File: src/hw/rtl/tpb_pkg.sv
package tpb_pkg;

    // packer width, must be a power of two
    localparam int WORD_BITS = 32;
    localparam int WB_LOG    = $clog2(WORD_BITS);
    localparam int FILL_W    = WB_LOG;

    localparam int BYTE_W = 8;
    localparam int LEN_W  = 24;
    localparam int CNT_W  = LEN_W - 1;
    localparam int OUT_W  = 32;
    localparam int REP_W  = 19;

    localparam logic [BYTE_W-1:0] HDR_LEN_RST = 8'h14;

    localparam int JQ_DEPTH = 2;
    localparam int OQ_DEPTH = 4;

    typedef logic [WORD_BITS-1:0] t_word;

    typedef enum logic [1:0] {
        PH_PULSE,
        PH_LEN0,
        PH_LEN1,
        PH_LEN2
    } t_phase;

    typedef enum logic [1:0] {
        B_IDLE,
        B_ONES,
        B_ZEROS,
        B_FLUSH
    } t_bstate;

    typedef struct packed {
        logic [CNT_W-1:0] ones;
        logic [CNT_W-1:0] zeros;
    } t_job;

    typedef struct packed {
        logic [OUT_W-1:0] word;
        logic [REP_W-1:0] rep;
        logic             last;
    } t_result;

endpackage

File: src/hw/rtl/tpb_front.sv
module tpb_front (
    input  logic                       i_clk,
    input  logic                       i_rst_n,
    input  logic                       i_cfg_we,
    input  logic [tpb_pkg::BYTE_W-1:0] i_cfg_wdata,
    input  logic                       i_push,
    input  logic [tpb_pkg::BYTE_W-1:0] i_tap_byte,
    input  logic                       i_start_of_file,
    input  logic                       i_jq_full,
    output logic                       o_job_valid,
    output tpb_pkg::t_job              o_job
);
    import tpb_pkg::*;

    logic [BYTE_W-1:0] r_hdr_len, n_hdr_len;
    logic [BYTE_W-1:0] r_hdr_cnt, n_hdr_cnt;
    t_phase            r_phase, n_phase;
    logic [LEN_W-1:0]  r_long, n_long;

    logic [BYTE_W-1:0] eff_cnt;
    t_phase            eff_phase;
    logic [LEN_W-1:0]  eff_long;
    logic              accept;
    logic              pulse;
    logic [LEN_W-1:0]  pulse_len;
    logic [CNT_W-1:0]  n_bits;
    logic [CNT_W-1:0]  ones;

    assign accept = i_push && !i_jq_full;

    always_comb begin
        eff_cnt   = i_start_of_file ? '0 : r_hdr_cnt;
        eff_phase = i_start_of_file ? PH_PULSE : r_phase;
        eff_long  = i_start_of_file ? '0 : r_long;

        n_hdr_len = i_cfg_we ? i_cfg_wdata : r_hdr_len;
        n_hdr_cnt = r_hdr_cnt;
        n_phase   = r_phase;
        n_long    = r_long;
        pulse     = 1'b0;
        pulse_len = '0;

        if (accept) begin
            n_phase   = eff_phase;
            n_long    = eff_long;
            n_hdr_cnt = eff_cnt;
            if (eff_cnt < r_hdr_len) begin
                n_hdr_cnt = eff_cnt + 1'b1;
            end else begin
                case (eff_phase)
                    PH_PULSE: begin
                        if (i_tap_byte != '0) begin
                            pulse     = 1'b1;
                            pulse_len = LEN_W'(i_tap_byte);
                        end else begin
                            n_phase = PH_LEN0;
                        end
                    end
                    PH_LEN0: begin
                        n_long  = LEN_W'(i_tap_byte);
                        n_phase = PH_LEN1;
                    end
                    PH_LEN1: begin
                        n_long  = {i_tap_byte, i_tap_byte, eff_long[BYTE_W-1:0]};
                        n_long[LEN_W-1:2*BYTE_W] = '0;
                        n_phase = PH_LEN2;
                    end
                    default: begin
                        pulse     = 1'b1;
                        pulse_len = {i_tap_byte, eff_long[2*BYTE_W-1:0]};
                        n_phase   = PH_PULSE;
                    end
                endcase
            end
        end
    end

    // ones = n/2 + 1, never above n for n >= 1
    assign n_bits      = pulse_len[LEN_W-1:1];
    assign ones        = (n_bits >> 1) + 1'b1;
    assign o_job_valid = pulse && (n_bits != '0);
    assign o_job.ones  = ones;
    assign o_job.zeros = n_bits - ones;

    always_ff @(posedge i_clk) begin
        if (!i_rst_n) begin
            r_hdr_len <= HDR_LEN_RST;
            r_hdr_cnt <= '0;
            r_phase   <= PH_PULSE;
            r_long    <= '0;
        end else begin
            r_hdr_len <= n_hdr_len;
            r_hdr_cnt <= n_hdr_cnt;
            r_phase   <= n_phase;
            r_long    <= n_long;
        end
    end

endmodule

File: src/hw/rtl/tpb_job_queue.sv
module tpb_job_queue (
    input  logic          i_clk,
    input  logic          i_rst_n,
    input  logic          i_wr_valid,
    input  tpb_pkg::t_job i_wr_data,
    output logic          o_full,
    input  logic          i_pop,
    output logic          o_empty,
    output tpb_pkg::t_job o_head
);
    import tpb_pkg::*;

    localparam int PTR_W = (JQ_DEPTH > 1) ? $clog2(JQ_DEPTH) : 1;
    localparam int CNT_QW = $clog2(JQ_DEPTH + 1);

    t_job              r_mem [JQ_DEPTH];
    logic [PTR_W-1:0]  r_wptr, n_wptr;
    logic [PTR_W-1:0]  r_rptr, n_rptr;
    logic [CNT_QW-1:0] r_count, n_count;
    logic              do_wr;
    logic              do_rd;

    assign o_full  = (r_count == CNT_QW'(JQ_DEPTH));
    assign o_empty = (r_count == '0);
    assign o_head  = r_mem[r_rptr];
    assign do_wr   = i_wr_valid && !o_full;
    assign do_rd   = i_pop && !o_empty;

    always_comb begin
        n_wptr  = r_wptr;
        n_rptr  = r_rptr;
        n_count = r_count;
        if (do_wr) begin
            n_wptr = (r_wptr == PTR_W'(JQ_DEPTH - 1)) ? '0 : r_wptr + 1'b1;
        end
        if (do_rd) begin
            n_rptr = (r_rptr == PTR_W'(JQ_DEPTH - 1)) ? '0 : r_rptr + 1'b1;
        end
        case ({do_wr, do_rd})
            2'b10:   n_count = r_count + 1'b1;
            2'b01:   n_count = r_count - 1'b1;
            default: n_count = r_count;
        endcase
    end

    always_ff @(posedge i_clk) begin
        if (do_wr) begin
            r_mem[r_wptr] <= i_wr_data;
        end
    end

    always_ff @(posedge i_clk) begin
        if (!i_rst_n) begin
            r_wptr  <= '0;
            r_rptr  <= '0;
            r_count <= '0;
        end else begin
            r_wptr  <= n_wptr;
            r_rptr  <= n_rptr;
            r_count <= n_count;
        end
    end

endmodule

File: src/hw/rtl/tpb_back.sv
module tpb_back (
    input  logic             i_clk,
    input  logic             i_rst_n,
    input  logic             i_job_avail,
    input  tpb_pkg::t_job    i_job,
    output logic             o_job_pop,
    input  logic             i_out_full,
    output logic             o_wr_valid,
    output tpb_pkg::t_result o_wr_data
);
    import tpb_pkg::*;

    t_bstate           r_state, n_state;
    logic [CNT_W-1:0]  r_cnt, n_cnt;
    logic [CNT_W-1:0]  r_zeros, n_zeros;
    t_word             r_shift, n_shift;
    logic [FILL_W-1:0] r_fill, n_fill;
    logic              r_pend_valid, n_pend_valid;
    t_word             r_pend_word, n_pend_word;
    logic [REP_W-1:0]  r_pend_rep, n_pend_rep;

    logic              v;
    logic [FILL_W:0]   room;
    logic              is_run;
    logic [FILL_W:0]   k;
    logic [FILL_W:0]   sum;
    t_word             ins;
    t_word             sh;
    logic              e_valid;
    t_word             e_word;
    logic [REP_W-1:0]  e_rep;
    logic [FILL_W-1:0] st_fill;
    logic [CNT_W-1:0]  st_cnt;
    logic              phase_end;
    logic              step_en;
    logic              job_done;
    logic              merge;
    logic              load;

    // one packer step: top up a partial word, or send a run of full words and start a word with the rest
    always_comb begin
        v      = (r_state == B_ONES);
        room   = (FILL_W+1)'(WORD_BITS) - {1'b0, r_fill};
        is_run = (r_fill == '0) && (r_cnt >= CNT_W'(WORD_BITS));
        if (is_run) begin
            k = {1'b0, r_cnt[WB_LOG-1:0]};
        end else if (r_cnt < CNT_W'(room)) begin
            k = r_cnt[FILL_W:0];
        end else begin
            k = room;
        end
        ins = v ? ~({WORD_BITS{1'b1}} << k) : '0;
        sh  = (r_shift << k) | ins;
        sum = {1'b0, r_fill} + k;

        e_valid = 1'b0;
        e_word  = sh;
        e_rep   = REP_W'(1);
        if (is_run) begin
            e_valid = 1'b1;
            e_word  = v ? '1 : '0;
            e_rep   = REP_W'(r_cnt >> WB_LOG);
            st_fill = k[FILL_W-1:0];
            st_cnt  = '0;
        end else begin
            st_cnt = r_cnt - CNT_W'(k);
            if (sum == (FILL_W+1)'(WORD_BITS)) begin
                e_valid = 1'b1;
                st_fill = '0;
            end else begin
                st_fill = sum[FILL_W-1:0];
            end
        end
        phase_end = (st_cnt == '0);
    end

    assign step_en  = ((r_state == B_ONES) || (r_state == B_ZEROS)) && !i_out_full;
    assign job_done = step_en && phase_end && ((r_state == B_ZEROS) || (r_zeros == '0));
    assign merge    = r_pend_valid && e_valid && (e_word == r_pend_word);

    always_comb begin
        n_state      = r_state;
        n_cnt        = r_cnt;
        n_zeros      = r_zeros;
        n_shift      = r_shift;
        n_fill       = r_fill;
        n_pend_valid = r_pend_valid;
        n_pend_word  = r_pend_word;
        n_pend_rep   = r_pend_rep;
        o_wr_valid   = 1'b0;
        o_wr_data    = '0;
        load         = 1'b0;

        case (r_state)
            B_IDLE: begin
                load = 1'b1;
            end
            B_ONES, B_ZEROS: begin
                if (step_en) begin
                    n_shift = sh;
                    n_fill  = st_fill;
                    n_cnt   = st_cnt;
                    if (merge) begin
                        n_pend_rep = r_pend_rep + e_rep;
                    end else if (e_valid) begin
                        if (r_pend_valid) begin
                            o_wr_valid = 1'b1;
                            o_wr_data  = '{OUT_W'(r_pend_word), r_pend_rep, 1'b0};
                        end
                        n_pend_valid = 1'b1;
                        n_pend_word  = e_word;
                        n_pend_rep   = e_rep;
                    end
                    if (job_done) begin
                        if (e_valid && !merge && r_pend_valid) begin
                            n_state = B_FLUSH;
                        end else begin
                            if (e_valid && !r_pend_valid) begin
                                o_wr_valid = 1'b1;
                                o_wr_data  = '{OUT_W'(e_word), e_rep, 1'b1};
                            end else if (r_pend_valid) begin
                                o_wr_valid = 1'b1;
                                o_wr_data  = '{OUT_W'(r_pend_word), n_pend_rep, 1'b1};
                            end
                            n_pend_valid = 1'b0;
                            load         = 1'b1;
                        end
                    end else if (phase_end) begin
                        n_state = B_ZEROS;
                        n_cnt   = r_zeros;
                    end
                end
            end
            default: begin
                if (!i_out_full) begin
                    o_wr_valid   = 1'b1;
                    o_wr_data    = '{OUT_W'(r_pend_word), r_pend_rep, 1'b1};
                    n_pend_valid = 1'b0;
                    load         = 1'b1;
                end
            end
        endcase

        o_job_pop = load && i_job_avail;
        if (load) begin
            if (i_job_avail) begin
                n_state = B_ONES;
                n_cnt   = i_job.ones;
                n_zeros = i_job.zeros;
            end else begin
                n_state = B_IDLE;
            end
        end
    end

    always_ff @(posedge i_clk) begin
        r_cnt       <= n_cnt;
        r_zeros     <= n_zeros;
        r_pend_word <= n_pend_word;
        r_pend_rep  <= n_pend_rep;
    end

    always_ff @(posedge i_clk) begin
        if (!i_rst_n) begin
            r_state      <= B_IDLE;
            r_shift      <= '0;
            r_fill       <= '0;
            r_pend_valid <= 1'b0;
        end else begin
            r_state      <= n_state;
            r_shift      <= n_shift;
            r_fill       <= n_fill;
            r_pend_valid <= n_pend_valid;
        end
    end

    a_idle_no_pend: assert property (@(posedge i_clk) disable iff (!i_rst_n)
        (r_state == B_IDLE) |-> !r_pend_valid)
        else $error("pending result held while idle");

    a_flush_pend: assert property (@(posedge i_clk) disable iff (!i_rst_n)
        (r_state == B_FLUSH) |-> r_pend_valid)
        else $error("flush without pending result");

    a_wr_room: assert property (@(posedge i_clk) disable iff (!i_rst_n)
        o_wr_valid |-> !i_out_full)
        else $error("result written into full queue");

    a_pop_job: assert property (@(posedge i_clk) disable iff (!i_rst_n)
        o_job_pop |=> (r_state == B_ONES) && (r_cnt != '0))
        else $error("job loaded with empty ones phase");

endmodule

File: src/hw/rtl/tpb_out_queue.sv
module tpb_out_queue (
    input  logic             i_clk,
    input  logic             i_rst_n,
    input  logic             i_wr_valid,
    input  tpb_pkg::t_result i_wr_data,
    output logic             o_full,
    input  logic             i_pop,
    output logic             o_empty,
    output tpb_pkg::t_result o_head
);
    import tpb_pkg::*;

    localparam int PTR_W = (OQ_DEPTH > 1) ? $clog2(OQ_DEPTH) : 1;
    localparam int CNT_QW = $clog2(OQ_DEPTH + 1);

    t_result           r_mem [OQ_DEPTH];
    logic [PTR_W-1:0]  r_wptr, n_wptr;
    logic [PTR_W-1:0]  r_rptr, n_rptr;
    logic [CNT_QW-1:0] r_count, n_count;
    logic              do_wr;
    logic              do_rd;

    assign o_full  = (r_count == CNT_QW'(OQ_DEPTH));
    assign o_empty = (r_count == '0);
    assign o_head  = r_mem[r_rptr];
    assign do_wr   = i_wr_valid && !o_full;
    assign do_rd   = i_pop && !o_empty;

    always_comb begin
        n_wptr  = r_wptr;
        n_rptr  = r_rptr;
        n_count = r_count;
        if (do_wr) begin
            n_wptr = (r_wptr == PTR_W'(OQ_DEPTH - 1)) ? '0 : r_wptr + 1'b1;
        end
        if (do_rd) begin
            n_rptr = (r_rptr == PTR_W'(OQ_DEPTH - 1)) ? '0 : r_rptr + 1'b1;
        end
        case ({do_wr, do_rd})
            2'b10:   n_count = r_count + 1'b1;
            2'b01:   n_count = r_count - 1'b1;
            default: n_count = r_count;
        endcase
    end

    always_ff @(posedge i_clk) begin
        if (do_wr) begin
            r_mem[r_wptr] <= i_wr_data;
        end
    end

    always_ff @(posedge i_clk) begin
        if (!i_rst_n) begin
            r_wptr  <= '0;
            r_rptr  <= '0;
            r_count <= '0;
        end else begin
            r_wptr  <= n_wptr;
            r_rptr  <= n_rptr;
            r_count <= n_count;
        end
    end

endmodule

File: src/hw/rtl/tap_pulse_to_bitstream_top.sv
// Header and length bytes are taken at one per cycle while the job queue is not full. A pulse
// byte becomes a job for the packer unit, which takes up to two steps per bit phase and one more
// when two results leave at once; the front goes on taking bytes while the packer works.
// A two-entry job queue and a four-entry result queue let front and packer stall independently.
// Reset (i_rst_n low, synchronous): header_len back to 20, parser and packer cleared,
// both queues empty.
module tap_pulse_to_bitstream_top (
    input  logic                       i_clk,
    input  logic                       i_rst_n,
    input  logic                       i_cfg_we,
    input  logic [tpb_pkg::BYTE_W-1:0] i_cfg_wdata,
    input  logic                       push,
    output logic                       full,
    input  logic [tpb_pkg::BYTE_W-1:0] i_tap_byte,
    input  logic                       i_start_of_file,
    output logic                       empty,
    input  logic                       pop,
    output logic [tpb_pkg::OUT_W-1:0]  o_packed_word,
    output logic [tpb_pkg::REP_W-1:0]  o_repeat_count,
    output logic                       o_last
);
    import tpb_pkg::*;

    logic    job_wr_valid;
    t_job    job_wr;
    logic    jq_full;
    logic    jq_empty;
    t_job    jq_head;
    logic    job_pop;
    logic    res_wr_valid;
    t_result res_wr;
    logic    oq_full;
    t_result oq_head;

    tpb_front u_front (
        .i_clk           (i_clk),
        .i_rst_n         (i_rst_n),
        .i_cfg_we        (i_cfg_we),
        .i_cfg_wdata     (i_cfg_wdata),
        .i_push          (push),
        .i_tap_byte      (i_tap_byte),
        .i_start_of_file (i_start_of_file),
        .i_jq_full       (jq_full),
        .o_job_valid     (job_wr_valid),
        .o_job           (job_wr)
    );

    tpb_job_queue u_job_queue (
        .i_clk      (i_clk),
        .i_rst_n    (i_rst_n),
        .i_wr_valid (job_wr_valid),
        .i_wr_data  (job_wr),
        .o_full     (jq_full),
        .i_pop      (job_pop),
        .o_empty    (jq_empty),
        .o_head     (jq_head)
    );

    tpb_back u_back (
        .i_clk       (i_clk),
        .i_rst_n     (i_rst_n),
        .i_job_avail (!jq_empty),
        .i_job       (jq_head),
        .o_job_pop   (job_pop),
        .i_out_full  (oq_full),
        .o_wr_valid  (res_wr_valid),
        .o_wr_data   (res_wr)
    );

    tpb_out_queue u_out_queue (
        .i_clk      (i_clk),
        .i_rst_n    (i_rst_n),
        .i_wr_valid (res_wr_valid),
        .i_wr_data  (res_wr),
        .o_full     (oq_full),
        .i_pop      (pop),
        .o_empty    (empty),
        .o_head     (oq_head)
    );

    assign full           = jq_full;
    assign o_packed_word  = oq_head.word;
    assign o_repeat_count = oq_head.rep;
    assign o_last         = oq_head.last;

endmodule

File: config.mk
export PLATFORM = sky130hd
export DESIGN_NAME = tap_pulse_to_bitstream_top
export DESIGN_NICKNAME = d
export VERILOG_FILES = /design/src/hw/rtl/tpb_pkg.sv /design/src/hw/rtl/tpb_front.sv /design/src/hw/rtl/tpb_job_queue.sv /design/src/hw/rtl/tpb_back.sv /design/src/hw/rtl/tpb_out_queue.sv /design/src/hw/rtl/tap_pulse_to_bitstream_top.sv
export SDC_FILE = /design/constraint.sdc
export NUM_CORES = 1
export LEC_CHECK = 0
export BUFFER_PORTS_ARGS = -buffer_cell sky130_fd_sc_hd__buf_2
export CAP_MARGIN = 20
export CORE_MARGIN = 2
export CORE_UTILIZATION = 25
export DETAILED_ROUTE_END_ITERATION = 6
export HOLD_SLACK_MARGIN = 0.05
export MAX_ROUTING_LAYER = met4
export SETUP_SLACK_MARGIN = 0.1
export SLEW_MARGIN = 20
export SYNTH_ARGS = -nofsm -noshare
export SYNTH_HDL_FRONTEND = slang
export SYNTH_SLANG_ARGS = --single-unit
export TNS_END_PERCENT = 1
File: constraint.sdc
create_clock -name i_clk -period 17.5 [get_ports i_clk]
set_clock_uncertainty 0.15 [all_clocks]
set_input_delay 0.875 -clock i_clk [delete_from_list [all_inputs] [get_ports i_clk]]
set_output_delay 0.875 -clock i_clk [all_outputs]
set_load 0.005 [all_outputs]
==> results of run 1 <==
==> power groups by stage <==
stage	Clock (mW)	Combinational, mW	Sequential [mW]
3_5_place_dp	0	3.25	1.37
4_1_cts	1.16	3.27	1.34
6_report	1.13	3.41	1.34
2_1_floorplan	0	2.22	1.33
5_1_grt	1.20	3.58	1.35
3_3_place_gp	0	3.30	1.37
==> cells by family after synthesis <==
group | after synthesis | synth area share, %
XOR/XNOR | 81 | 2.44
flip-flops | 484 | 46.2
buffers and inverters | 273 | 4.14
adder cells (fa/ha/maj) | 83 | 3.58
AO/OA/AOI/OAI | 775 | 18.6
AND/OR/NAND/NOR | 921 | 15.6
multiplexers | 199 | 9.47
==> routing by layer <==
layer	vias up	share of wire [%]	global-route usage [%]
met5	-	0	-
met4	0	3.0	4.74
met3	185	7.2	2.14
met2	1008	44	23.8
met1	11400	45	21.8
li1	10700	-	-
==> placed cells by master, fill, tap and decap left out, types with 34 or more instances in the layout <==
| cell | n |
|---|---|
| edfxtp_1 | 374 |
| nand2_1 | 263 |
| nor2_1 | 231 |
| o21ai_0 | 159 |
| a21oi_1 | 151 |
| dfxtp_1 | 107 |
| inv_1 | 95 |
| mux2i_1 | 94 |
| nor3_1 | 83 |
| buf_2 | 76 |
| ha_1 | 75 |
| xnor2_1 | 57 |
| nand3_1 | 53 |
| mux4_2 | 53 |
| clkbuf_16 | 51 |
| buf_4 | 46 |
| nor2b_1 | 42 |
| mux2_2 | 40 |
| and2_1 | 38 |
| a22o_1 | 36 |
| o211ai_1 | 35 |
| nand4_1 | 34 |
==> final cells by class <==
type,instances,area [µm²]
multi-input cells,2059,14500
flip-flops and latches,484,13400
well taps,1524,1910
clock buffers,52,1280
clock inverters,43,460
diodes,2,5.00
fillers,12100,83000
inverters,101,380
repair buffers,122,726
==> state kept, by name, indices dropped and copies added (netlist names), 3 cells and up, named ones only <==
name                 flops
u_back.r_shift          32
u_back.r_cnt            23
u_back.r_pend_rep       19
u_front.r_hdr_len        8
u_back.r_fill            5
u_out_queue.r_mem      208
u_job_queue.r_mem       92
u_out_queue.r_count      3
u_back.r_pend_word      32
u_back.r_zeros          23
u_front.r_hdr_cnt        8
u_front.r_long          15
==> stage by stage <==
stage / hold slack, ps / cell area, µm² / util, % / cells / worst slack (ps)
final: 328 / 32700 / 28.3 / 4387 / 6360
after global routing: 331 / 32700 / 28.3 / 4386 / 5730
after CTS: 316 / 32700 / 28.3 / 4384 / 6640
after detailed placement: 325 / 31000 / 26.8 / 4289 / 6700
after global placement: 303 / 31000 / 26.8 / 4289 / 6930
after floorplan: 302 / 29100 / - / 2816 / 9200
==> worst min-delay path: stages, from the launching register on <==
cell and delay [ps]:
dfxtp_1 300, nand2_1 70, mux2i_1 70
==> worst paths after layout <==
path,startpoint,end,slack [ps]
worst max-delay path,u_back.r_fill[0],u_job_queue.r_count[1],6360
worst min register to register,u_job_queue.r_rptr,register,330
worst min-delay path,u_job_queue.r_rptr,register,330
worst max register to register,u_back.r_fill[0],u_job_queue.r_count[1],6360
==> out/metrics.csv, run 1 <==
stage,metric,value,unit
yosys,synth_top_flop_cell,edfxtp_1,
clock_network,h_tree_depth,2,
routing,post-route-drc-count,0,
final_layout,area_growth,12.5,%
clock_network,post_cts.repair.setup_buffers,0,
pwr,switching_share,50.0,%
global_routing,grt_util_all_layers,15.7,%
global_routing,grt_remaining_overflow,0,
timing,max_slew_margin,28.9,%
worst_setup_path,critPathSlowestCell,dfxtp_1,
worst_setup_path,critPathKind,register to register,
global_routing,grt_pass1_vias,22200,
pwr,vdd_drop_max,163,µV
routing,ant_nets,0,
yosys,synth.top_cells.by_area,"edfxtp_1 (39%), dfxtp_1 (7.6%), mux4_2 (4.1%)",
clock_network,cts.root.buffer_cell,clkbuf_16,
yosys,synthesis.yosys.warnings,0,
yosys,synth-seq-cells,484,
worst_setup_path,cpMostUsedCell,ha_1,
timing,final_hold_viol_count,0,
clock_network,tritoncts,yes,
clock_network,cts_made_buffers,51,
place,hpwlAfterDp,66900,µm
pwr,share_clk_of_total_power,19.2,%
worst_setup_path,end_kind,register,
worst_setup_path,required_time_worst_endpoint,17880,ps
worst_setup_path,crit_buf_inv,5,
timing,fin_setup_tns,0,ps
die,core.rowCount,125,
yosys,syn_area_cell,10.3,µm²
clock_network,clockBufferDepth,3,
yosys,synthesis.area,29100,µm²
yosys,yosysUniqueCellTypes,110,
yosys,synthesis.nets,2916,
yosys,synthDominantCellAreaShare,38.6,%
flow_run,maxCapViolations,0,
die,io_pins,76,
yosys,syn_inst,2816,
yosys,yosysMostFrequentCell,edfxtp_1,
worst_setup_path,crit_path_arrival_time,11520,ps
timing,grt_setup_unrepaired,no,
die,die_width,345,µm
pwr,p_per_area,180,nW/µm²
clock_network,cts.sink_count,484,
worst_setup_path,cp_slowest_stage_delay,800,ps
routing,vias_per_cell,5.32,
die,core_area,116000,µm²
yosys,count_of_flip_flops_with_a_built_in_enable_after_synthesis,374,
routing,detail_route.iter0.violations,2351,
global_routing,antenna_found_initial,1,
pwr,power,5.88,mW
clock_network,post_cts_resized,0,
die,die_h,345,µm
yosys,synth_top_area_cell,edfxtp_1,
min_path,hp-class,register to register,
status,status,"finished, final reports clean",
timing,fmax,0.0898,GHz
pwr,power_leakage,12.2,nW
final_layout,final_layout_size_suffix_gt1_share,13.3,%
place,globalplace.congestion,0.993,
worst_setup_path,r2r_cells,29,
yosys,yosysSeqAreaShare,46.2,%
die,initial_utilization,25.1,%
worst_setup_path,path_max_fanout,50,
die,die-area,119000,µm²
global_routing,largest_net_degree_at_the_start_of_global_routing,86,
pwr,p_int,2.94,mW
global_routing,grt_pass1_wl,143000,µm
timing,finalSetupViolations,0,
worst_setup_path,top_family_by_delay_on_critical_path,simple AND/OR/NAND/NOR gates,
clock_network,clock_pin_slew_of_the_registers_on_the_worst_case_setup_and_hold_paths,60,ps
pwr,combinationalPowerShare,57.9,%
timing,tightest_slew,1060,ps
routing,detailedRoute.firstPassIterationCount,5,
min_path,hold_depth,2,
yosys,synthArstFlopShare,0,%
worst_setup_path,critical_path_cell_count,29,
pwr,p_seq_share,22.9,%
worst_setup_path,setup.worst_path.start_class,register,
clock_network,cts.hold.buffers_added,0,
timing,period_share,63.7,%
timing,timing.final.max_slew_violations,0,
yosys,synthTopCellsByCount,"edfxtp_1 (374), nand2_1 (263), nor2_1 (232)",
routing,drt-total-wl,94400,µm
place,port-buffer-count,75,
clock_network,clock_insertion_delay_worst_skew,640,ps
pwr,p_switching,2.94,mW
routing,wire_per_inst,21.5,µm
timing,final_critical_path_time_including_i_o_delays_and_setup,11140,ps
routing,route.vias.total,23300,
final_layout,design.final.nets,2919,
No activity file was read; power rests on OpenSTA's default activity.
==> inputs of run 2 (changes only) <==
ABC_AREA = 1   (was unset)
clock period = 10.51 ns   (was 17.5 ns; I/O delays follow)
==> out/metrics.csv, run 2 <==
stage,metric,value,unit
global_routing,largest_net_degree_at_the_start_of_global_routing,79,
yosys,synthMuxAreaShare,0.0362,%
yosys,syn_area_cell,7.99,µm²
die,core_area,110000,µm²
place,port-buffer-count,75,
yosys,synth-adder-area-share,3.58,%
routing,vias_per_cell,4.60,
pwr,power_leakage,13.8,nW
yosys,synth-seq-cells,484,
global_routing,grt_pass1_vias,21000,
clock_network,cts.sink_count,484,
clock_network,cts.hold.buffers_added,9,
clock_network,cts.root.buffer_cell,clkbuf_16,
yosys,yosys.area_share.xor_xnor,1.62,%
timing,final_critical_path_time_including_i_o_delays_and_setup,8200,ps
timing,period_share,78.0,%
worst_setup_path,end_kind,register,
worst_setup_path,r2r_cells,43,
final_layout,largest_register_ffs,208,
global_routing,grt_util_all_layers,13.3,%
die,die_h,337,µm
worst_setup_path,crit_buf_inv,8,
routing,wire_per_inst,15.0,µm
routing,detail_route.iter0.violations,2118,
worst_setup_path,worst_r2r_endpoint,u_job_queue.r_count[1],
min_path,hp-class,input port to register,
yosys,synth_simple_gate_area_share,26.9,%
yosys,synth_top_area_cell,edfxtp_1,
die,core.rowCount,122,
flow_run,maxCapViolations,0,
final_layout,reg.largest.list,"u_out_queue.r_mem x208, u_job_queue.r_mem x92",
status,status,"finished, final reports clean",
worst_setup_path,cp_slowest_stage_delay,500,ps
yosys,synthesis.nets,3561,
yosys,syn_inst,3461,
clock_network,h_tree_depth,2,
pwr,vdd_drop_max,118,µV
clock_network,post_cts_resized,0,
final_layout,final_layout_size_suffix_gt1_share,9.59,%
final_layout,area_growth,13.1,%
worst_setup_path,critPathSlowestCell,nor2_4,
worst_setup_path,cpMostUsedCell,nand2_1,
routing,detailedRoute.firstPassIterationCount,7,
die,initial_utilization,25.1,%
clock_network,clockBufferDepth,3,
global_routing,grt.met3_usage,1.65,%
yosys,synthesis.area,27700,µm²
final_layout,design.final.nets,3570,
timing,grt_setup_unrepaired,no,
worst_setup_path,startpoint,u_back.r_fill[0],
timing,tightest_slew,1070,ps
timing,fin_setup_tns,0,ps
timing,final_hold_viol_count,0,
global_routing,grt_remaining_overflow,0,
yosys,synthTopCellsByCount,"nand2_1 (870), edfxtp_1 (374), nor2_1 (346)",
yosys,main_combinational_cell_family_by_area_after_synthesis,simple AND/OR/NAND/NOR gates,
clock_network,clock_insertion_delay_worst_skew,610,ps
worst_setup_path,critPathKind,register to register,
timing,timing.final.max_slew_violations,0,
clock_network,tritoncts,yes,
worst_setup_path,required_time_worst_endpoint,10880,ps
global_routing,antenna_found_initial,1,
worst_setup_path,worst_setup_path_endpoint,u_job_queue.r_count[1],
final_layout,postLayoutCoreUtil,28.4,%
pwr,p_per_area,189,nW/µm²
worst_setup_path,top_family_by_delay_on_critical_path,simple AND/OR/NAND/NOR gates,
routing,post-route-drc-count,0,
place,total_cell_area_at_the_placement_stage,29500,µm²
clock_network,clock_pin_slew_of_the_registers_on_the_worst_case_setup_and_hold_paths,60,ps
clock_network,post_cts.repair.setup_buffers,0,
yosys,synth.top_cells.by_area,"edfxtp_1 (41%), nand2_1 (12%), dfxtp_1 (8.0%)",
worst_setup_path,critical_path_cell_count,43,
yosys,yosysSeqAreaShare,48.6,%
global_routing,global_route.usage.met2,19.6,%
timing,max_slew_margin,28.5,%
place,hpwlAfterDp,52400,µm
routing,route.vias.total,23000,
final_layout,largest-register,u_out_queue.r_mem,
global_routing,grt_pass1_wl,118000,µm
timing,finalSetupViolations,0,
yosys,synthDominantCellAreaShare,40.6,%
worst_setup_path,path_max_fanout,46,
yosys,count_of_flip_flops_with_a_built_in_enable_after_synthesis,374,
yosys,yosysMostFrequentCell,nand2_1,
clock_network,cts_made_buffers,52,
timing,fmax,0.122,GHz
die,die_width,337,µm
yosys,yosysUniqueCellTypes,57,
routing,drt-total-wl,75200,µm
final_layout,most_common_cell_after_layout_fill_and_taps_aside,nand2_1,
worst_setup_path,setup.worst_path.start_class,register,
yosys,synth-compound-area-share,11.7,%
routing,ant_nets,0,
yosys,synthesis.yosys.warnings,0,
global_routing,grt-busiest-layer,met1,
global_routing,use_met1,19.6,%
worst_setup_path,regToRegSetupSlack,2310,ps
place,globalplace.congestion,0.979,
worst_setup_path,rr_startpoint,u_back.r_fill[0],
final_layout,fin_area,31300,µm²
die,io_pins,76,
yosys,synthArstFlopShare,0,%
worst_setup_path,crit_path_arrival_time,8570,ps
die,die-area,113000,µm²
yosys,synth_top_flop_cell,edfxtp_1,
final_layout,layout.cells.most_common_list,"nand2_1 (868), edfxtp_1 (374), nor2_1 (339), nand3_1 (337), inv_1 (333)",
==> run 2: cell count changes in the layout (fill, tap and decap cells not counted), moves of 93 or more <==
cell / change
nand2_1: +605
nand3_1: +284
inv_1: +238
o21ai_0: +119
nor2_1: +108
mux2i_1: -93
==> run 2: worst min-delay path by stage <==
stage	depth (start not counted)	start	end	slack, ps
2_1_floorplan	2	u_front.r_hdr_len[1]	u_front.r_hdr_len[1]	290
3_5_place_dp	2	u_front.r_long[15]	u_front.r_long[15]	310
6_report	3	i_cfg_we	u_front.r_hdr_len[0]	90
4_1_cts	3	i_cfg_wdata[3]	u_front.r_hdr_len[3]	60
5_1_grt	3	i_cfg_wdata[7]	u_front.r_hdr_len[7]	80
3_3_place_gp	2	u_front.r_long[11]	u_front.r_long[11]	300
==> run 2: layout make-up <==
type / instances / area, µm²
inverter: 381 / 1440
antenna: 1 / 2.50
timing repair buffer: 105 / 623
clock inverter: 31 / 329
clock buffer: 67 / 1410
sequential: 484 / 13400
tap: 1488 / 1860
multi-input combinational: 2446 / 12200
fill: 11900 / 78900
==> run 2: logic make-up (layout without fill, tap and decap cells) <==
| logic type | Yosys count | count (layout) |
|---|---|---|
| AO/OA/AOI/OAI | 594 | 594 |
| XOR/XNOR | 51 | 51 |
| adder cells (fa/ha/maj) | 78 | 78 |
| buffers and inverters | 531 | 584 |
| flip-flops | 484 | 484 |
| multiplexers | 1 | 1 |
| other | 0 | 1 |
| AND/OR/NAND/NOR | 1722 | 1722 |
==> run 2: metrics by stage <==
| step | power (mW) | hold WS, ps | worst slack (ps) | instances |
|---|---|---|---|---|
| floorplan | 3.58 | 290 | 3290 | 3461 |
| global placement | 4.08 | 302 | 2440 | 4895 |
| detailed placement | 4.06 | 305 | 2330 | 4895 |
| CTS | 5.94 | 58.7 | 2310 | 5002 |
| global route | 6.28 | 84.0 | 1470 | 5003 |
| finish | 5.92 | 87.7 | 2310 | 5003 |
==> run 2: worst min-delay path: stages <==
cell and delay [ps]:
buf_2 120, o21ai_0 80, nor2_1 70
==> run 2: metal layers <==
metal / wire, µm / vias to the layer above
li1: - / 11600
met1: 37600 / 10700
met2: 32500 / 586
met3: 3940 / 79
met4: 1120 / 0
met5: 0 / -
==> run 2: report_power, final <==
| group | total, mW | leakage (nW) | internal, mW | switching [mW] |
|---|---|---|---|---|
| Clock | 1.86 | 0.838 | 1.06 | 0.794 |
| Combinational | 1.89 | 8.09 | 0.561 | 1.33 |
| Sequential | 2.17 | 4.90 | 2.11 | 0.0642 |
